`src/hdl/rotated_pixel_framebuffer_writer_assert.svh`:
```
// Assertion macros shared by the framebuffer writer.
// Each macro checks a property on the rising edge of clk, outside of reset.
`ifndef ROTATED_PIXEL_FRAMEBUFFER_WRITER_ASSERT_SVH
`define ROTATED_PIXEL_FRAMEBUFFER_WRITER_ASSERT_SVH

// The consequent must hold in the same cycle as the antecedent.
`define RPFW_ASSERT_NOW(label, ante, cons, msg) \
  label: assert property (@(posedge clk) disable iff (rst) (ante) |-> (cons)) \
    else $error(msg);

// The consequent must hold in the cycle after the antecedent.
`define RPFW_ASSERT_NEXT(label, ante, cons, msg) \
  label: assert property (@(posedge clk) disable iff (rst) (ante) |=> (cons)) \
    else $error(msg);

`endif

```
`src/hdl/rpfw_pkg.sv`:
```
`timescale 1ns / 1ps
package rpfw_pkg;

  // Panel geometry and framebuffer size.
  localparam int PANEL_WIDTH  = 480;
  localparam int PANEL_HEIGHT = 800;
  localparam int COL_BYTES    = (PANEL_HEIGHT + 7) / 8;
  localparam int STORE_BYTES  = PANEL_WIDTH * COL_BYTES;
  localparam int ADDR_W       = $clog2(STORE_BYTES);
  localparam int BYTE_W       = 8;

  // Panel coordinate widths, as carried in the dirty box fields.
  localparam int PX_W = 9;
  localparam int PY_W = 10;

  // Signed working width for rotation and offset.
  localparam int COORD_W = 13;

  // Configuration port.
  localparam int CFG_W     = 7;
  localparam int CFG_IDX_W = 2;
  localparam logic [CFG_IDX_W-1:0] REG_ORIENTATION  = 2'd0;
  localparam logic [CFG_IDX_W-1:0] REG_DIFFERENTIAL = 2'd1;
  localparam logic [CFG_IDX_W-1:0] REG_OFFSET_X     = 2'd2;
  localparam logic [CFG_IDX_W-1:0] REG_OFFSET_Y     = 2'd3;

  // Orientation codes.
  localparam logic [1:0] ORIENT_PORTRAIT      = 2'd0;
  localparam logic [1:0] ORIENT_LANDSCAPE     = 2'd1;
  localparam logic [1:0] ORIENT_PORTRAIT_INV  = 2'd2;
  localparam logic [1:0] ORIENT_LANDSCAPE_INV = 2'd3;

  // Result kinds.
  localparam logic KIND_DIRTY = 1'b0;
  localparam logic KIND_READ  = 1'b1;

  // Result queue.
  localparam int OQ_DEPTH = 4;
  localparam int OQ_PTR_W = 2;
  localparam int OQ_CNT_W = 3;

  typedef enum logic [1:0] {
    CMD_PIXEL     = 2'd0,
    CMD_FRAME_END = 2'd1,
    CMD_READ      = 2'd2,
    CMD_REARM     = 2'd3
  } cmd_e;

  typedef enum logic {
    ST_CLEAR = 1'b0,
    ST_RUN   = 1'b1
  } fsm_e;

  typedef struct packed {
    cmd_e        cmd;
    logic [9:0]  src_col;
    logic [9:0]  src_row;
    logic        pixel_value;
    logic [15:0] read_address;
  } in_item_t;

  typedef struct packed {
    logic       result_kind;
    logic       dirty_present;
    logic [8:0] dirty_left;
    logic [9:0] dirty_top;
    logic [8:0] dirty_right;
    logic [9:0] dirty_bottom;
    logic [7:0] read_byte;
  } out_item_t;

  typedef struct packed {
    logic [1:0]        orientation;
    logic              differential_mode;
    logic signed [6:0] offset_x;
    logic signed [6:0] offset_y;
  } cfg_t;

  // One item after coordinate mapping.
  typedef struct packed {
    cmd_e              cmd;
    logic              pixel_value;
    logic              in_range;
    logic [PX_W-1:0]   px;
    logic [PY_W-1:0]   py;
    logic              read_ok;
    logic [ADDR_W-1:0] read_addr;
  } map_t;

endpackage

```
`src/hdl/rpfw_outq.sv`:
```
`timescale 1ns / 1ps
module rpfw_outq
  import rpfw_pkg::*;
(
  input  logic                clk,
  input  logic                rst,
  input  logic                push,
  input  out_item_t           push_item,
  output logic                out_valid,
  input  logic                out_ready,
  output out_item_t           out_item,
  output logic [OQ_CNT_W-1:0] count
);

  out_item_t           slots [OQ_DEPTH];
  logic [OQ_PTR_W-1:0] wr_ptr, rd_ptr;
  logic                pop;

  assign out_valid = (count != '0);
  assign out_item  = slots[rd_ptr];
  assign pop       = out_valid && out_ready;

  // Pointers and fill count.
  always_ff @(posedge clk) begin
    if (rst) begin
      wr_ptr <= '0;
      rd_ptr <= '0;
      count  <= '0;
    end else begin
      if (push) begin
        wr_ptr <= wr_ptr + 1'b1;
      end
      if (pop) begin
        rd_ptr <= rd_ptr + 1'b1;
      end
      count <= count + OQ_CNT_W'(push) - OQ_CNT_W'(pop);
    end
  end

  // Result storage.
  always_ff @(posedge clk) begin
    if (push) begin
      slots[wr_ptr] <= push_item;
    end
  end

endmodule

```
`config.mk`:
```
export PLATFORM = sky130hd
export DESIGN_NAME = rpfw_outq
export DESIGN_NICKNAME = d
export VERILOG_FILES = /design/src/hdl/rotated_pixel_framebuffer_writer_assert.svh /design/src/hdl/rpfw_pkg.sv /design/src/hdl/rpfw_outq.sv
export SDC_FILE = /design/constraint.sdc
export NUM_CORES = 1
export LEC_CHECK = 0
export BUFFER_PORTS_ARGS = -buffer_cell sky130_fd_sc_hd__buf_2
export CAP_MARGIN = 10
export CORE_AREA = 10 10 140 142
export CTS_CLUSTER_SIZE = 25
export DETAILED_ROUTE_END_ITERATION = 7
export DIE_AREA = 0 0 150 152
export SYNTH_ARGS = -nofsm -noshare
export SYNTH_HDL_FRONTEND = slang
export SYNTH_SLANG_ARGS = --single-unit
```
`constraint.sdc`:
```
create_clock -name clk -period 2.4 [get_ports clk]
set_clock_uncertainty 0.05 [all_clocks]
set_input_delay 0.24 -clock clk [delete_from_list [all_inputs] [get_ports clk]]
set_output_delay 0.24 -clock clk [all_outputs]
set_load 0.01 [all_outputs]
```
==> results.md <==
### Run status
* outcome: complete, no violations

### Cells and area
* diodes inserted: 0
* share of layout cells above drive strength 1: 40.2%
* register cell area after layout: 0.00595 mm^2
* Area Overhead vs Synth: 26.4%
* final core area utilization: 55.1%
* final non-filler cell area: 0.00934 mm^2
* area taken by multi-input logic gates: 0.00135 mm^2
* filler cell count in the final layout: 1,356
* most common library cell in the layout ignoring fill and taps: edfxtp_1
* most frequent cells in the layout: 192 x edfxtp_1, 103 x buf_2, 49 x dlygate4sd3_1
* total number of nets in the final design: 528

### Timing
* setup violation total in the final timing report: 0
* max-slew violation total from the final report: 0
* Final Hold Viols: 0
* unrepaired setup endpoints after global routing: no
* Period Utilization, post-route: 87.9%
* min cycle time layout: 2.11 ns
* Max Fclk: 474 MHz
* Setup TNS: 0 ns
* slew margin rel.: 63.7%
* Worst-Margin Slew: 0.545 ns

### Synth
* number of warnings reported in the yosys synthesis log: 0
* gate count after technology mapping: 295
* distinct cell type count after synthesis: 20
* Async S/R FF share, synth: 0%
* Avg Cell Area, Syn: 25.0 um^2
* post-synth net total: 354
* share of synthesized area occupied by flip-flops and latches: 80.5%
* Post-synth top flop: edfxtp_1
* EDFF count, synth: 192
* Mapped Area: 0.00739 mm^2
* register bit count reported by yosys: 201

### Worst setup path
* crit start category: flip-flop
* sequence of cells on the critical path: buf_12 -> mux4_2 -> buf_2
* largest fanout on the critical path: 25
* critical path capture point type: output pin
* data arrival time of the critical path: 1.82 ns
* slowest cell on the critical path: mux4_2
* Crit Path Category: reg2out
* CP peak stage delay: 0.56 ns
* Req. time, crit path: 2.11 ns

### Floorplanning
* area of the die: 0.0228 mm^2
* vertical die dimension: 152 um
* core area: 0.0169 mm^2
* Std-Cell Rows: 48
* number of top-level pins: 104
* Chip Width: 150 um
* effective utilization at floorplan: 43.6%

### Placed design
* HPWL Detailed: 8450 um
* total placed instance area: 0.00826 mm^2
* Buffers on Ports: 103
* Final Wtd Congestion: 0.692

### Clock tree
* register clock-pin slew on the reported worst setup and hold paths: 0.05 ns
* clock tree sinks: 201
* worst-skew pair later-pin latency: 0.47 ns
* Post-CTS Setup Bufs: 0
* clock tree root driver cell: clkbuf_16
* maximum level of the CTS H-tree: 1
* number of buffers on the longest clock path: 3
* TritonCTS clock tree: yes
* total clock buffers created by CTS: 21
* quantity of hold-fixing buffers added after cts: 49
* Gates resized, CTS repair: 0

### Global route
* total track usage: 12.4%
* maximum number of pins on one net before global-route repair: 42
* global route total overflow: 0
* antenna violations before repair: 0
* vias in the first global route: 3,996
* wire length of the first global-routing pass: 22,400 um

### Power and ir drop
* Worst IR Drop VDD: 0.000576 V
* pwr dens: 922 mW/mm^2
* Leak Pwr: 3.21 nW

### Drt
* Routed Wire Length: 14,200 um
* average via count per standard cell: 4.91
* DRC viols: 0
* initial drt markers: 200
* number of detailed-route iterations in the first pass: 4
* Final ANT Viol Nets: 0
* detailed-route via count: 3,468
* post-detailed-route wirelength per cell: 20.1 um

### Worst hold path
* path type of the worst min-delay path: in2reg

### Job
* count of max-cap constraint violations: 0

## area by class of cell
type	count	share of cell area [%]
clock buffers	26	5.83
clock inverters	10	0.482
inverters	6	0.241
multi-input cells	77	14.5
flip-flops and latches	201	63.7
well taps	225	3.01
repair buffers	162	12.2
## path summary, 6_finish.rpt
path | start | to | slack [ns] | cells past startpoint
worst max-delay path | flip-flop | out_item[0] | 0.29 | 3
worst min-delay path | push | wr_ptr[0]$_SDFFE_PP0P_ | 0.09 | 3
worst max register to register | count[1]$_SDFF_PP0_ | count[2]$_SDFF_PP0_ | 0.39 | 7
worst min register to register | wr_ptr[1]$_SDFFE_PP0P_ | wr_ptr[1]$_SDFFE_PP0P_ | 0.52 | 2
## metal layers
metal	track usage, %	part of all wire (%)
met1	16.2	43
met2	20.1	49
met3	3.56	6.5
met4	2.87	1.2
met5	0	0
## cells by family after synthesis
| family | Yosys count | synth area share, % |
|---|---|---|
| flip-flops | 201 | 80.5 |
| multiplexers | 52 | 15.2 |
| adder cells (fa/ha/maj) | 7 | 1.29 |
| AO/OA/AOI/OAI | 2 | 0.237 |
| XOR/XNOR | 2 | 0.440 |
| AND/OR/NAND/NOR | 14 | 1.02 |
| buffers and inverters | 17 | 1.32 |
## flip-flops by register name, indices dropped and copies added (netlist names), named ones only
name,flops
rd_ptr,2
slots,192
count,3
wr_ptr,2
## worst max-delay path: cells and delay by family (launching register included)
kind                   cells  cell delay [ns]
buffers and inverters      2             0.39
DFF                        1             0.37
muxes                      1             0.56
## cells in the mapped netlist (all sizes together), types with 3 or more instances
cell type  instances  area share [%]
edfxtp           192              78
mux4              48              15
dfxtp              9             2.4
buf                8            0.86
ha                 6             1.0
inv                6            0.30
nor2               5            0.25
and2               4            0.34
nor2b              4            0.34
clkbuf             3            0.15
mux2               3            0.46
## report_power, final
part           total, W  switching, W  internal [W]
Clock           0.00280       0.00120       0.00160
Sequential      0.00413     0.0000740       0.00405
Combinational   0.00168      0.000812      0.000873
## stage by stage
| step | setup WS, ns | power, W | hold WS [ns] | std cells |
|---|---|---|---|---|
| floorplan | 0.250 | 0.00525 | 0.289 | 295 |
| global placement | 0.484 | 0.00585 | 0.401 | 622 |
| detailed placement | 0.388 | 0.00588 | 0.409 | 622 |
| CTS | 0.234 | 0.00876 | 0.0738 | 707 |
| global route | 0.195 | 0.00902 | 0.107 | 707 |
| finish | 0.291 | 0.00861 | 0.0941 | 707 |
Note: power is estimated with default switching activity, not from simulation.
