`src/hdl/rotated_pixel_framebuffer_writer_assert.svh`:
```
// Assertion macros shared by the framebuffer writer.
// Each macro checks a property on the rising edge of clk, outside of reset.
`ifndef ROTATED_PIXEL_FRAMEBUFFER_WRITER_ASSERT_SVH
`define ROTATED_PIXEL_FRAMEBUFFER_WRITER_ASSERT_SVH

// The consequent must hold in the same cycle as the antecedent.
`define RPFW_ASSERT_NOW(label, ante, cons, msg) \
  label: assert property (@(posedge clk) disable iff (rst) (ante) |-> (cons)) \
    else $error(msg);

// The consequent must hold in the cycle after the antecedent.
`define RPFW_ASSERT_NEXT(label, ante, cons, msg) \
  label: assert property (@(posedge clk) disable iff (rst) (ante) |=> (cons)) \
    else $error(msg);

`endif

```
`src/hdl/rpfw_pkg.sv`:
```
`timescale 1ns / 1ps
package rpfw_pkg;

  // Panel geometry and framebuffer size.
  localparam int PANEL_WIDTH  = 480;
  localparam int PANEL_HEIGHT = 800;
  localparam int COL_BYTES    = (PANEL_HEIGHT + 7) / 8;
  localparam int STORE_BYTES  = PANEL_WIDTH * COL_BYTES;
  localparam int ADDR_W       = $clog2(STORE_BYTES);
  localparam int BYTE_W       = 8;

  // Panel coordinate widths, as carried in the dirty box fields.
  localparam int PX_W = 9;
  localparam int PY_W = 10;

  // Signed working width for rotation and offset.
  localparam int COORD_W = 13;

  // Configuration port.
  localparam int CFG_W     = 7;
  localparam int CFG_IDX_W = 2;
  localparam logic [CFG_IDX_W-1:0] REG_ORIENTATION  = 2'd0;
  localparam logic [CFG_IDX_W-1:0] REG_DIFFERENTIAL = 2'd1;
  localparam logic [CFG_IDX_W-1:0] REG_OFFSET_X     = 2'd2;
  localparam logic [CFG_IDX_W-1:0] REG_OFFSET_Y     = 2'd3;

  // Orientation codes.
  localparam logic [1:0] ORIENT_PORTRAIT      = 2'd0;
  localparam logic [1:0] ORIENT_LANDSCAPE     = 2'd1;
  localparam logic [1:0] ORIENT_PORTRAIT_INV  = 2'd2;
  localparam logic [1:0] ORIENT_LANDSCAPE_INV = 2'd3;

  // Result kinds.
  localparam logic KIND_DIRTY = 1'b0;
  localparam logic KIND_READ  = 1'b1;

  // Result queue.
  localparam int OQ_DEPTH = 4;
  localparam int OQ_PTR_W = 2;
  localparam int OQ_CNT_W = 3;

  typedef enum logic [1:0] {
    CMD_PIXEL     = 2'd0,
    CMD_FRAME_END = 2'd1,
    CMD_READ      = 2'd2,
    CMD_REARM     = 2'd3
  } cmd_e;

  typedef enum logic {
    ST_CLEAR = 1'b0,
    ST_RUN   = 1'b1
  } fsm_e;

  typedef struct packed {
    cmd_e        cmd;
    logic [9:0]  src_col;
    logic [9:0]  src_row;
    logic        pixel_value;
    logic [15:0] read_address;
  } in_item_t;

  typedef struct packed {
    logic       result_kind;
    logic       dirty_present;
    logic [8:0] dirty_left;
    logic [9:0] dirty_top;
    logic [8:0] dirty_right;
    logic [9:0] dirty_bottom;
    logic [7:0] read_byte;
  } out_item_t;

  typedef struct packed {
    logic [1:0]        orientation;
    logic              differential_mode;
    logic signed [6:0] offset_x;
    logic signed [6:0] offset_y;
  } cfg_t;

  // One item after coordinate mapping.
  typedef struct packed {
    cmd_e              cmd;
    logic              pixel_value;
    logic              in_range;
    logic [PX_W-1:0]   px;
    logic [PY_W-1:0]   py;
    logic              read_ok;
    logic [ADDR_W-1:0] read_addr;
  } map_t;

endpackage

```
`src/hdl/rpfw_xform.sv`:
```
`timescale 1ns / 1ps
module rpfw_xform
  import rpfw_pkg::*;
(
  input  logic              clk,
  input  logic              rst,
  input  logic              accept,
  input  in_item_t          in_item,
  input  cfg_t              cfg,
  output logic              s1_valid,
  output map_t              s1,
  output logic [ADDR_W-1:0] mem_addr
);

  localparam logic signed [COORD_W-1:0] W_LAST = COORD_W'(PANEL_WIDTH - 1);
  localparam logic signed [COORD_W-1:0] H_LAST = COORD_W'(PANEL_HEIGHT - 1);
  localparam logic signed [COORD_W-1:0] W_LIM  = COORD_W'(PANEL_WIDTH);
  localparam logic signed [COORD_W-1:0] H_LIM  = COORD_W'(PANEL_HEIGHT);

  logic signed [COORD_W-1:0] sx, sy, rx, ry, px_s, py_s;
  logic                      in_range;
  map_t                      s1_next;

  // Rotate screen coordinates into panel coordinates, then shift.
  always_comb begin
    sx = signed'(COORD_W'(in_item.src_col));
    sy = signed'(COORD_W'(in_item.src_row));
    case (cfg.orientation)
      ORIENT_LANDSCAPE: begin
        rx = W_LAST - sy;
        ry = sx;
      end
      ORIENT_PORTRAIT_INV: begin
        rx = W_LAST - sx;
        ry = H_LAST - sy;
      end
      ORIENT_LANDSCAPE_INV: begin
        rx = sy;
        ry = H_LAST - sx;
      end
      default: begin
        rx = sx;
        ry = sy;
      end
    endcase
    px_s = rx + COORD_W'(cfg.offset_x);
    py_s = ry + COORD_W'(cfg.offset_y);
    in_range = (px_s >= 0) && (px_s < W_LIM) && (py_s >= 0) && (py_s < H_LIM);
  end

  // Fields carried to the next stage.
  always_comb begin
    s1_next.cmd         = in_item.cmd;
    s1_next.pixel_value = in_item.pixel_value;
    s1_next.in_range    = in_range;
    s1_next.px          = px_s[PX_W-1:0];
    s1_next.py          = py_s[PY_W-1:0];
    s1_next.read_ok     = 32'(in_item.read_address) < STORE_BYTES;
    s1_next.read_addr   = ADDR_W'(in_item.read_address);
  end

  // Stage register; the pipeline never stalls.
  always_ff @(posedge clk) begin
    if (rst) begin
      s1_valid <= 1'b0;
    end else begin
      s1_valid <= accept;
    end
    if (accept) begin
      s1 <= s1_next;
    end
  end

  // Column-major byte index for a pixel, or the byte asked for by a read.
  always_comb begin
    if (s1.cmd == CMD_READ) begin
      mem_addr = s1.read_addr;
    end else begin
      mem_addr = ADDR_W'(32'(s1.px) * COL_BYTES) + ADDR_W'(s1.py >> 3);
    end
  end

endmodule

```
`config.mk`:
```
export PLATFORM = sky130hd
export DESIGN_NAME = rpfw_xform
export DESIGN_NICKNAME = d
export VERILOG_FILES = /design/src/hdl/rotated_pixel_framebuffer_writer_assert.svh /design/src/hdl/rpfw_pkg.sv /design/src/hdl/rpfw_xform.sv
export SDC_FILE = /design/constraint.sdc
export NUM_CORES = 1
export LEC_CHECK = 0
export BUFFER_PORTS_ARGS = -buffer_cell sky130_fd_sc_hd__buf_4
export CORE_UTILIZATION = 49
export DETAILED_ROUTE_END_ITERATION = 10
export GPL_TIMING_DRIVEN = 0
export PLACE_DENSITY_LB_ADDON = 0.25
export SLEW_MARGIN = 20
export SYNTH_ARGS = -nofsm -noshare
export SYNTH_HDL_FRONTEND = slang
export SYNTH_SLANG_ARGS = --single-unit
```
`constraint.sdc`:
```
create_clock -name clk -period 4.8 [get_ports clk]
set_clock_uncertainty 0.2 [all_clocks]
set_input_delay 0.96 -clock clk [delete_from_list [all_inputs] [get_ports clk]]
set_output_delay 0.96 -clock clk [all_outputs]
set_load 0.02 [all_outputs]
```
==> impl_metrics.tcl <==
set metrics [dict create \
    crit_family "adder cells" \
    p_per_area_mw_per_mm2 688 \
    netlist.area_leader.share_pct 28.8 \
    detail_route.first_pass.iterations 5 \
    cts_hold_buf 0 \
    vias 3839 \
    cts_buffer_depth 2 \
    grt_pass1_vias 3727 \
    clk_root_buffer_cell "clkbuf_8" \
    die_area_sq_mm 0.00888 \
    peakVddDrop_mv 0.403 \
    worstPathMaxFanout 5 \
    htreeDepth 2 \
    drive_gt1_share_pct 30.9 \
    finalSetupViolCount 5 \
    place_worst_setup_slack_ns -0.195 \
    yosys-top-cells-count "61 x ha_1, 41 x a21oi_1, 40 x edfxtp_1" \
    drt-initial-drc-count 129 \
    fin_ws_ns -0.261 \
    syn_inst 446 \
    syn_avg_cell_area_sq_um 9.35 \
    netlist.top_cell.by_area "edfxtp_1" \
    slowest_delay_ns 0.50 \
    max_freq_mhz 198 \
    ys_ff_latch 41 \
    min_path_type "input port to register" \
    antenna_found_initial 0 \
    endpoint "mem_addr[14]" \
    ys.flop_type "edfxtp_1" \
    drc 0 \
    rows 33 \
    crit_cells 14 \
    grt_max_degree 42 \
    path_cells "ha_1, ha_1, inv_2, fa_1, inv_2, ha_4, and2_4, a221oi_4, a21oi_2, or3b_4, nor4_4, xnor2_1, mux2_4, buf_6" \
    coreArea_sq_mm 0.00822 \
    post-synth-top-count-cell "ha_1" \
    tightest_slew_ns 0.688 \
    totalWireLength_mm 10.7 \
    clock-sinks 41 \
    cts_tree "done" \
    area_delta_synth_final_pct 34.2 \
    min_period_ns 5.06 \
    place_hpwl_mm 8.18 \
    diodes 0 \
    netlist_area_sq_mm 0.00417 \
    critical_path_class "register to output pin" \
    final_area_sq_mm 0.00560 \
    end_kind "output pin" \
    fillers 666 \
    synth_enable_flop_cells 40 \
    nNetsFinal 708 \
    ys_types 54 \
    outcome "finished with violations" \
    setup_tns_ns -0.987 \
    start_util_pct 50.8 \
    yosysSeqAreaShare_pct 29.3 \
    synthArstFlopShare_pct 0 \
    fin_crit_sh_pct 105 \
    start_kind "register" \
    via_per_inst 5.59 \
    crit_buf_inv 3 \
    p_leak_nw 2.51 \
    grtUsageTotal_pct 23.8 \
    violations "negative setup slack" \
    syn_nets 573 \
    grt_pass1_wl_mm 16.6 \
    maxCapViolations 0 \
    synth_area_leaders "edfxtp_1 29%, ha_1 18%, xnor2_1 6.3%" \
    grt_setup_unrepaired "yes" \
    multiInputGateArea_sq_mm 0.00294 \
    cts_buffers 5 \
    hold_violations 0 \
    path_clk_slew_ns 0.09 \
    seq_area_sq_mm 0.00122 \
    ant_nets 0 \
    power_mw 3.85 \
    critPathArrivalTime_ns 3.90 \
    synth_warnings 0 \
    min_path_cells 2 \
    boundaryPins 116 \
    slew_headroom_pct 54.1 \
    final_max_slew_viol_count 0 \
    crit_slowest_cell "fa_1" \
    grt.overflow.total 0 \
    critical_path.startpoint "s1[32]" \
    port_buffers 113 \
    place.gp.congestion 0.832 \
    placed_cells 664 \
    die_y_um 94.3 \
    final_cells 687 \
    wire_per_inst_um 15.6 \
    crit_required_ns 3.64 \
    die_width_um 94.3 \
    place_area_sq_mm 0.00516 \
]
-- kinds of logic after synthesis --
| kind of cell | share of synthesized area (%) |
|---|---|
| simple gates | 13.8 |
| compound gates | 16.1 |
| fa+ha+maj | 21.7 |
| buf+inv | 4.62 |
| xor+xnor | 9.03 |
| flops | 29.3 |
| mux | 5.52 |
-- flip-flops by register name, summed over array words and instances (netlist names) --
register / flops
s1_valid: 1
s1: 40
-- cell type report --
type	instances	share of cell area, %
Clock inverter	3	1.16
Timing Repair Buffer	129	17.5
Buffer	12	0.827
Clock buffer	5	1.23
Tap cell	105	2.35
Sequential cell	41	21.8
Multi-Input combinational cell	354	52.5
Inverter	38	2.55
-- per-stage QoR --
step | util, % | hold slack (ns)
floorplan | - | 0.832
detailed placement | 62.8 | 0.918
finish | 68.1 | 0.612
global placement | 62.8 | 0.916
CTS | 67.1 | 0.606
global route | 68.1 | 0.600
-- layer usage --
metal,up-vias,routed length [um],track usage (%),share of wire [%]
met5,-,0,0,0
met4,0,192,8.08,1.8
met3,20,291,2.18,2.7
met2,90,5770,46.0,54
met1,1842,4440,26.8,42
li1,1887,-,-,-
-- cell usage in the layout, fill, tap and decap left out, types with 3 or more instances in the layout --
cell type and n:
nand3_1 9, nor2b_1 9, o22ai_1 4, inv_2 4, a21oi_1 34, ha_1 58
buf_1 4, nand2b_1 7, edfxtp_1 40, a211oi_1 3, xnor2_1 30, fa_1 6
xor2_1 12, mux2_2 7, mux2i_1 14, a31oi_1 5, ha_4 3, nor3_1 9
clkbuf_8 5, a21oi_2 6, o21a_1 3, nor2_1 32, a21o_1 5, o211ai_1 4
o21ai_0 27, clkbuf_1 7, inv_1 34, nor4_1 3, buf_4 126, nand2_1 21
buf_6 3
-- how the worst min path moves through the flow --
stage	startpoint	end	slack [ns]
after CTS	rst	s1_valid	0.61
after detailed placement	rst	s1_valid	0.92
final	rst	s1_valid	0.61
after floorplan	rst	s1_valid	0.83
after global placement	rst	s1_valid	0.92
after global routing	rst	s1_valid	0.60
-- report_power, final --
part	switching, mW	total [mW]	internal [mW]
registers	0.0376	0.501	0.463
logic	1.63	3.02	1.40
clock network	0.121	0.328	0.207
total	1.78	3.85	2.07
-- timing repair --
item | 4_1_cts | 5_1_grt
buffers inserted | 12 | 4
pin swaps | 16 | 10
resized for setup | 22 | 13
setup endpoints to repair | 6 | 6
Note: power is estimated with default switching activity, not from simulation.
