$ cat src/hdl/rotated_pixel_framebuffer_writer_assert.svh
// Assertion macros shared by the framebuffer writer.
// Each macro checks a property on the rising edge of clk, outside of reset.
`ifndef ROTATED_PIXEL_FRAMEBUFFER_WRITER_ASSERT_SVH
`define ROTATED_PIXEL_FRAMEBUFFER_WRITER_ASSERT_SVH

// The consequent must hold in the same cycle as the antecedent.
`define RPFW_ASSERT_NOW(label, ante, cons, msg) \
  label: assert property (@(posedge clk) disable iff (rst) (ante) |-> (cons)) \
    else $error(msg);

// The consequent must hold in the cycle after the antecedent.
`define RPFW_ASSERT_NEXT(label, ante, cons, msg) \
  label: assert property (@(posedge clk) disable iff (rst) (ante) |=> (cons)) \
    else $error(msg);

`endif

$ cat src/hdl/rpfw_ram.sv
`timescale 1ns / 1ps
module rpfw_ram #(
  parameter int DEPTH = 16,
  parameter int WIDTH = 8,
  parameter int AW    = 4
) (
  input  logic             clk,
  input  logic             we,
  input  logic [AW-1:0]    waddr,
  input  logic [WIDTH-1:0] wdata,
  input  logic [AW-1:0]    raddr,
  output logic [WIDTH-1:0] rdata
);

  logic [WIDTH-1:0] mem [DEPTH];

  // One write port and one registered read port.
  always_ff @(posedge clk) begin
    if (we) begin
      mem[waddr] <= wdata;
    end
    rdata <= mem[raddr];
  end

endmodule

$ cat config.mk
export PLATFORM = sky130hd
export DESIGN_NAME = rpfw_ram
export DESIGN_NICKNAME = d
export VERILOG_FILES = /design/src/hdl/rotated_pixel_framebuffer_writer_assert.svh /design/src/hdl/rpfw_ram.sv
export SDC_FILE = /design/constraint.sdc
export NUM_CORES = 1
export LEC_CHECK = 0
export ABC_AREA = 1
export BUFFER_PORTS_ARGS = -buffer_cell sky130_fd_sc_hd__buf_2
export CAP_MARGIN = 10
export CORE_UTILIZATION = 35
export CTS_CLUSTER_SIZE = 20
export DETAILED_ROUTE_END_ITERATION = 8
export GPL_TIMING_DRIVEN = 1
export PLACE_DENSITY = 0.5
export SYNTH_ARGS = -nofsm -noshare
export SYNTH_HDL_FRONTEND = slang
export SYNTH_SLANG_ARGS = --single-unit
$ cat constraint.sdc
create_clock -name clk -period 1.6 [get_ports clk]
set_input_delay 0.32 -clock clk [delete_from_list [all_inputs] [get_ports clk]]
set_output_delay 0.32 -clock clk [all_outputs]
set_load 0.01 [all_outputs]
==> results of run 1 <==
==> metrics by stage <==
stage          setup WS, ps  std cells  hold WS, ps
2_1_floorplan           329        551          419
3_3_place_gp            138        794          639
3_5_place_dp            134        794          644
4_1_cts                 310        826          309
5_1_grt                 292        826          315
6_report                331        826          312
==> state kept, by name, summed over array words and instances, names as in the netlist <==
signal  cells
rdata       8
mem       128
==> cell type report <==
| class | count | area share [%] |
|---|---|---|
| repair buffers | 51 | 5.35 |
| flip-flops and latches | 136 | 57.9 |
| clock buffers | 20 | 6.60 |
| well taps | 216 | 3.91 |
| inverters | 102 | 5.53 |
| multi-input cells | 289 | 17.5 |
| clock inverters | 12 | 3.20 |
==> kinds of logic (layout without fill, tap and decap cells) <==
family,count (synthesis),count (layout),synth area share [%]
buf+inv,126,185,9.52
simple gates,289,289,21.0
flops,136,136,69.4
==> routing by layer <==
| metal | up-vias | track usage (%) | part of all wire (%) |
|---|---|---|---|
| met3 | 24 | 4.26 | 4.3 |
| met5 | - | 0 | 0 |
| met4 | 0 | 7.44 | 2.5 |
| met1 | 1802 | 22.3 | 45 |
| li1 | 1862 | - | - |
| met2 | 97 | 28.0 | 48 |
==> synth_stat cells <==
library cell  count  area (µm²)
buf_4             4        30.0
inv_2             2        7.51
nand2_1         173         649
buf_2            13        65.1
edfxtp_1        128        3840
nand3b_1          2        15.0
nor2_1           17        63.8
nand3_1          97         485
dfxtp_1           8         160
inv_1           100         375
buf_6             6        67.6
buf_1             1        3.75
==> final timing paths <==
check / to / slack, ps / cells after the start
max: rdata[7] / 330 / 1
min reg2reg: rdata[6] / 660 / 6
max reg2reg: rdata[6] / 540 / 6
min: mem[15][1] / 310 / 1
==> power groups by stage <==
stage / Combinational [mW] / Sequential (mW) / Clock (mW)
3_3_place_gp: 0.520 / 4.08 / 0
4_1_cts: 0.525 / 4.01 / 4.50
5_1_grt: 0.577 / 4.01 / 4.68
3_5_place_dp: 0.524 / 4.08 / 0
6_report: 0.513 / 4.01 / 4.44
2_1_floorplan: 0.281 / 4.09 / 0
==> results.toml, run 1 <==
[synthesis]
synthesis.instances = 551
synth_cell_type_count = 12
ys_warn_count = 0
synth_area_um2 = 5770
ys_ff_latch = 136
syn_nets = 569
ys_seq_area_share_pct = 69.4
syn_area_per_cell_um2 = 10.5

[grt]
grt_pass1_vias = 3557
grt_usage_pct = 17.4
antenna_found_initial = 0
gr-total-overflow = 0
grt_max_degree = 65
grt_pass1_wl_um = 20600

[die]
initial_core_util_pct = 36.0
dieWidth_um = 130
rows = 46
fp.dieArea_um2 = 17000
die_h_um = 130
pin_count = 26
core-area_um2 = 16000

[placement]
gp_congestion = 0.788
dpl.hpwl_um = 8330
port_buffers = 25
place_area_um2 = 6240

[route]
vias = 3785
antenna_left = 0
avgViaCountPerCell = 4.58
drc = 0
first_pass_iters = 5
wire_per_inst_um = 16.2
finalWirelength_um = 13400
drtIter0Drc = 424

[critical_path]
path_delay_family = "flip-flops"
crit_path_max_incr_delay_ps = 370
cpMaxStageDelayCell = "dfxtp_1"
path_buf_inv = 1
cp_max_fo = 1
critPathLaunch = "rdata[7]"
start_kind = "register"
cp-end-kind = "output pin"
critPathKind = "register to output pin"
cp.required_ps = 1280
arrival_ps = 950
critical_path.cell_chain = "buf_2"
timing.rr.start = "mem[7][6]"

[clocking]
cts_max_level = 4
cts_buffer_depth = 2
numCtsBuffers = 17
root_buffer = "clkbuf_16"
cts_tree = "built"
postCtsSetupRepairBufs = 0
cts_hold_buf = 0
path_clk_slew_ps = 60
cts_num_sinks = 136
ctsResizeCount = 0
clk_latency_ps = 420

[finish]
multi_input_area_um2 = 1210
syn_to_final_growth_pct = 20.0
nets = 615
mostFrequentLayoutCell = "nand2_1"
final_core_util_pct = 43.2
num_antenna_cells = 0
drive_above_1_share_pct = 13.8
stdcell_area_um2 = 6920
final_cell_mix = "nand2_1 (173), edfxtp_1 (128), inv_1 (100), nand3_1 (97), buf_2 (25)"
fill_cells = 1550
seqCellArea_um2 = 4000

[sta]
fin_tns_setup_ps = 0
skew_ps = 6.15
max_slew_margin_pct = 74.1
setup_viol = 0
timing.fmax_mhz = 788
tightest_slew_ps = 388
rsz0062_at_grt = "no"
timing.final.crit_share_pct = 79.3
layout_min_cycle_time_ps = 1270
timing_hold_violations_final = 0
drv_slew = 0

[pwr]
comb_power_share_pct = 5.7
power_leakage_nw = 2.99
p_switching_mw = 1.82
pwr-share-clk_pct = 49.5
peakVddDrop_mv = 0.768
seqPwrFrac_pct = 44.7
power.density_nw_per_um2 = 1290
swShare_pct = 20.3
power.total_mw = 8.96
p_int_mw = 7.14

[hold_path]
hold_class = "primary input to register"
min_from = "wdata[1]"

[status]
status = "completed"

[job]
maxCapViolCount = 0
No activity file was read; power rests on OpenSTA's default activity.
==> inputs of run 2 (changes only) <==
- ABC_AREA: 1 -> 0
- PLACE_DENSITY: 0.5 -> 0.52
- clock period: 1.6 -> 1.1 ns (I/O delays scaled with it)
==> run 2 against run 1 <==
The run now ends with negative setup slack left. Register-to-register slack lost 710 ps. First-iteration DRC count is 46% lower. Non-clock buffer count is 14 higher. Critical path type is now register to register. Die area shrank 11%. Core utilization increased by 3.9 points. Cell count is 40% lower. Global-route usage is 1.8 points lower. Worst setup slack got worse by 510 ps.
==> results.toml, run 2 <==
[status]
status = "finished, violations left"
violations = "negative setup slack"

[finish]
largestRegisters = "mem: 128 flops, rdata: 8 flops"
regMostFlops = "mem"
num_antenna_cells = 0
multi_input_area_um2 = 1120
seqCellArea_um2 = 4010
drive_above_1_share_pct = 48.4
mostFrequentLayoutCell = "edfxtp_1"
stdcell_area_um2 = 6650
final_cell_mix = "edfxtp_1 (128), mux4_2 (32), buf_4 (26), buf_2 (19), clkbuf_16 (17)"
largest_register_ff_count = 128
nets = 321
fill_cells = 1174
syn_to_final_growth_pct = 29.1
final_core_util_pct = 47.2
layout.cells.non_filler = 496

[critical_path]
start_kind = "register"
critPathLaunch = "mem[3][3]"
critPathKind = "register to register"
arrival_ps = 1560
critical_path.cell_chain = "mux4_2 > a22oi_2 > nand2_1"
timing.rr.start = "mem[3][3]"
cpMaxStageDelayCell = "mux4_2"
cp_max_fo = 1
cp-end-kind = "register"
cp.required_ps = 1380
reg2reg_slack_ps = -170
crit_path_max_incr_delay_ps = 490

[synthesis]
syn_nets = 247
ys_top_cells_by_count = "edfxtp_1 (128), mux4_2 (18), a22oi_1 (16)"
syn_area_per_cell_um2 = 22.5
async_flop_share_pct = 0
synth-main-ff-cell = "edfxtp_1"
ys_warn_count = 0
synth_edf_count = 128
ys_seq_area_share_pct = 77.8
post-synth-top-area-cell = "edfxtp_1"
synth_cell_type_count = 19
yosysTopAreaCellShare_pct = 74.7
synth_area_um2 = 5150
synth_area_leaders = "edfxtp_1 (75%), mux4_2 (7.9%), mux4_1 (7.1%), dfxtp_1 (3.1%), a22oi_1 (2.3%)"
synthesis.instances = 229
synth.most_common_cell = "edfxtp_1"
ys_ff_latch = 136

[sta]
layout_min_cycle_time_ps = 1270
max_slew_margin_pct = 46.5
holdWs_ps = 183
timing_hold_violations_final = 0
tightest_slew_ps = 801
rsz0062_at_grt = "yes"
setup_slack_ps = -174
drv_slew = 0
setup_viol = 8
fin_tns_setup_ps = -1200
timing.fmax_mhz = 785
skew_ps = 5.86
timing.final.crit_share_pct = 116

[die]
fp.dieArea_um2 = 15200
dieWidth_um = 123
pin_count = 26
core-area_um2 = 14100
die_h_um = 123
initial_core_util_pct = 36.5
rows = 43

[route]
wire_per_inst_um = 20.7
antenna_left = 0
vias = 2429
wl_met3_um = 618
drc = 0
drtIter0Drc = 227
top_layer = "met4"
finalWirelength_um = 10300
wl_met1_um = 4410
wl_met2_um = 5070
first_pass_iters = 4
avgViaCountPerCell = 4.90

[placement]
dpl.hpwl_um = 7020
dpl.cell_count = 464
port_buffers = 25
gp_congestion = 0.726
place_area_um2 = 5930
dpl_worst_slack_ps = -593

[pwr]
comb_power_share_pct = 5.5
pwr-share-clk_pct = 48.2
swShare_pct = 19.1
peakVddDrop_mv = 1.13
power.density_nw_per_um2 = 1900
power_leakage_nw = 2.22
seqPwrFrac_pct = 46.2
p_int_mw = 10.2
p_switching_mw = 2.41
power.total_mw = 12.6

[grt]
grt_pass1_wl_um = 15800
grt_pass1_vias = 2590
grt_max_degree = 18
antenna_found_initial = 0
grt_usage_pct = 15.6
gr-total-overflow = 0

[job]
maxCapViolCount = 0

[clocking]
root_buffer = "clkbuf_16"
clk_latency_ps = 410
cts_num_sinks = 136
cts_tree = "built"
cts_max_level = 4
numCtsBuffers = 17
path_clk_slew_ps = 60
cts_buffer_depth = 2

[hold_path]
min_from = "wdata[3]"
hold_class = "primary input to register"
==> run 2: changes by cell type in the layout (fill, tap and decap cells not counted), moves of 4 or more <==
cell	before	now
nand2_1	173	9
inv_1	100	0
nand3_1	97	1
mux4_2	0	32
nor2_1	17	4
buf_12	4	15
a22oi_1	0	9
a22oi_2	0	7
buf_2	25	19
nor2_2	0	6
buf_6	0	5
dfxtp_1	8	3
dfxtp_2	0	5
buf_4	22	26
==> run 2: repair_timing <==
item                       CTS  global route
setup buffers                0             0
pin swaps                    4             1
hold buffers                 0             0
cloned                       0             0
setup endpoints to repair   11            14
resized for setup           14             5
==> run 2: path summary, 6_finish.rpt <==
path,to,cells past startpoint
setup / recovery,rdata[3],3
hold / removal,mem[4][3],1
setup reg to reg,rdata[3],3
hold reg to reg,rdata[4],3
==> run 2: cell type report <==
class / count / share of cell area (%)
Sequential cell: 136 / 60.3
Multi-Input combinational cell: 83 / 16.8
Timing Repair Buffer: 65 / 9.73
Clock buffer: 20 / 6.72
Tap cell: 180 / 3.39
Clock inverter: 12 / 3.01
==> run 2: metal layers <==
layer  track usage [%]  up-vias
met2              23.8       77
met5                 0        -
met4              6.48        0
li1                  -     1110
met1              20.8     1230
met3              4.57       12
==> run 2: logic make-up (layout without fill, tap and decap cells) <==
kind of cell / Yosys count / in the layout / share of synthesized area, %
flip-flops: 136 / 136 / 77.8
multiplexers: 32 / 32 / 15.0
AND/OR/NAND/NOR: 35 / 35 / 3.18
buffers and inverters: 10 / 97 / 1.68
AO/OA/AOI/OAI: 16 / 16 / 2.33
==> run 2: worst max-delay path: cells and delay by family, from the launching register on <==
| family | cells | cell delay, ps |
|---|---|---|
| compound gates | 1 | 190 |
| simple gates | 1 | 120 |
| mux | 1 | 490 |
| flops | 1 | 350 |
==> run 2: power by group through the flow <==
| stage | clock (mW) | combinational, mW | sequential, mW |
|---|---|---|---|
| after global placement | 0 | 0.668 | 5.94 |
| final | 6.09 | 0.699 | 5.84 |
| after floorplan | 0 | 0.336 | 5.94 |
| after global routing | 6.37 | 0.766 | 5.85 |
| after detailed placement | 0 | 0.670 | 5.94 |
| after CTS | 6.16 | 0.706 | 5.84 |
==> inputs of run 3 (changes only) <==
- CTS_BUF_LIST: not set -> sky130_fd_sc_hd__clkbuf_4
==> run 3 against run 2 <==
The run still ends with negative setup slack left. Routed wire length down 0.62%. Clock power down 38%. Die area unchanged. Global-route usage down 0.097 points. Sequential share of layout area up 2.8 points. Worst setup slack worse by 42 ps. Cell count up 0.20%. Combinational power up 1%. Critical path depth unchanged. Worst hold slack worse by 120 ps. Sequential power about the same. Critical path type unchanged. Highest routed layer unchanged.
==> results.toml, run 3 (synthesized netlist as in run 2, its figures left out) <==
[status]
status = "finished, violations left"
violations = "negative setup slack"

[grt]
grt_max_degree = 18
grt_usage_pct = 15.5
gr-total-overflow = 0
grt_pass1_wl_um = 15700
antenna_found_initial = 1
grt_pass1_vias = 2557

[sta]
drv_slew = 0
timing.final.crit_share_pct = 120
layout_min_cycle_time_ps = 1320
max_slew_margin_pct = 48.9
tightest_slew_ps = 766
timing_hold_violations_final = 0
setup_viol = 16
timing.fmax_mhz = 759
rsz0062_at_grt = "yes"
setup_slack_ps = -217
fin_tns_setup_ps = -2020
skew_ps = 19.5

[clocking]
root_buffer = "clkbuf_4"
clk_latency_ps = 530
cts_tree = "built"
cts_buffer_depth = 2
cts_num_sinks = 136
path_clk_slew_ps = 130
cts_hold_buf = 0
cts_max_level = 4
numCtsBuffers = 17

[placement]
gp_congestion = 0.726
dpl.hpwl_um = 7020
dpl_worst_slack_ps = -593
port_buffers = 25

[pwr]
peakVddDrop_mv = 0.748
power.total_mw = 10.3
power_leakage_nw = 2.10
power.density_nw_per_um2 = 1630

[route]
vias = 2447
wire_per_inst_um = 20.5
finalWirelength_um = 10200
antenna_left = 0
drtIter0Drc = 231
avgViaCountPerCell = 4.92
first_pass_iters = 4
drc = 0

[job]
maxCapViolCount = 0

[finish]
mostFrequentLayoutCell = "edfxtp_1"
largestRegisters = "mem: 128 flops, rdata: 8 flops"
largest_register_ff_count = 128
final_cell_mix = "edfxtp_1 (128), mux4_2 (32), buf_4 (25), clkbuf_4 (19), buf_2 (18)"
syn_to_final_growth_pct = 23.5
regMostFlops = "mem"
drive_above_1_share_pct = 49.1
nets = 321

[critical_path]
critPathKind = "register to register"
cp-end-kind = "register"
crit_path_max_incr_delay_ps = 480
start_kind = "register"
arrival_ps = 1710
cp.required_ps = 1490
cpMaxStageDelayCell = "mux4_2"
cp_max_fo = 1
critical_path.cell_chain = "mux4_2 > a22oi_2 > nand2_1"

[die]
dieWidth_um = 123
pin_count = 26
rows = 43
core-area_um2 = 14100
die_h_um = 123
fp.dieArea_um2 = 15200
initial_core_util_pct = 36.5

[hold_path]
hold_class = "primary input to register"
==> run 3: cell count changes in the layout (fill, tap and decap cells not counted) <==
cell / before / now
a22oi_2: 7 / 6
clkbuf_8: 1 / 0
buf_2: 19 / 18
diode_2: 0 / 1
a22oi_1: 9 / 10
clkbuf_4: 0 / 19
clkinv_1: 0 / 1
buf_4: 26 / 25
clkbuf_16: 17 / 0
dfxtp_1: 3 / 1
buf_6: 5 / 7
clkbuf_1: 2 / 0
dfxtp_2: 5 / 7
==> run 3: what timing repair did <==
item | in CTS | in global routing
resized for setup | 20 | 2
pin swaps | 4 | 1
buffers inserted | 0 | 0
endpoints found under the setup margin | 16 | 16
==> run 3: path summary, 6_finish.rpt <==
| kind | slack (ps) | to | startpoint | depth (start not counted) |
|---|---|---|---|---|
| hold / removal | 60 | mem[3][5] | wdata[5] | 1 |
| hold reg to reg | 680 | rdata[7] | mem[15][7] | 3 |
| setup reg to reg | -220 | rdata[3] | mem[1][3] | 3 |
| setup / recovery | -220 | rdata[3] | mem[1][3] | 3 |
==> run 3: area by class of cell <==
cell class,instances,area [µm²]
antenna,1,2.50
clock buffer,19,143
clock inverter,13,204
fill,1207,7740
multi-input combinational,83,1110
sequential,136,4010
tap,180,225
timing repair buffer,65,657
==> run 3: worst max-delay path, delay by kind of cell (launching register included) <==
kind | cells | cell delay, ps
AO/OA/AOI/OAI | 1 | 190
flip-flops | 1 | 410
multiplexers | 1 | 480
AND/OR/NAND/NOR | 1 | 120
==> run 3: metrics by stage <==
step	std cells	utilization (%)	cell area (µm²)	hold slack, ps
after global placement	464	42.1	5930	615
after global routing	497	45.1	6360	15.7
after detailed placement	464	42.1	5930	617
after CTS	496	45.0	6350	28.8
final	497	45.1	6360	60.1
after floorplan	229	-	5210	319
==> run 3: per-layer routing <==
layer / part of all wire, % / vias up / global-route usage [%] / routed length [µm]
met2: 50 / 62 / 23.8 / 5100
met5: 0 / - / 0 / 0
met1: 44 / 1267 / 20.6 / 4510
li1: - / 1110 / - / -
met3: 4.7 / 8 / 4.84 / 482
met4: 1.0 / 0 / 5.65 / 107
==> run 3: report_power, final <==
part           internal, mW  total, mW  switching (mW)
clock                  2.07       3.80            1.72
sequential             5.79       5.83          0.0424
combinational         0.355      0.706           0.351
total                  8.22       10.3            2.12
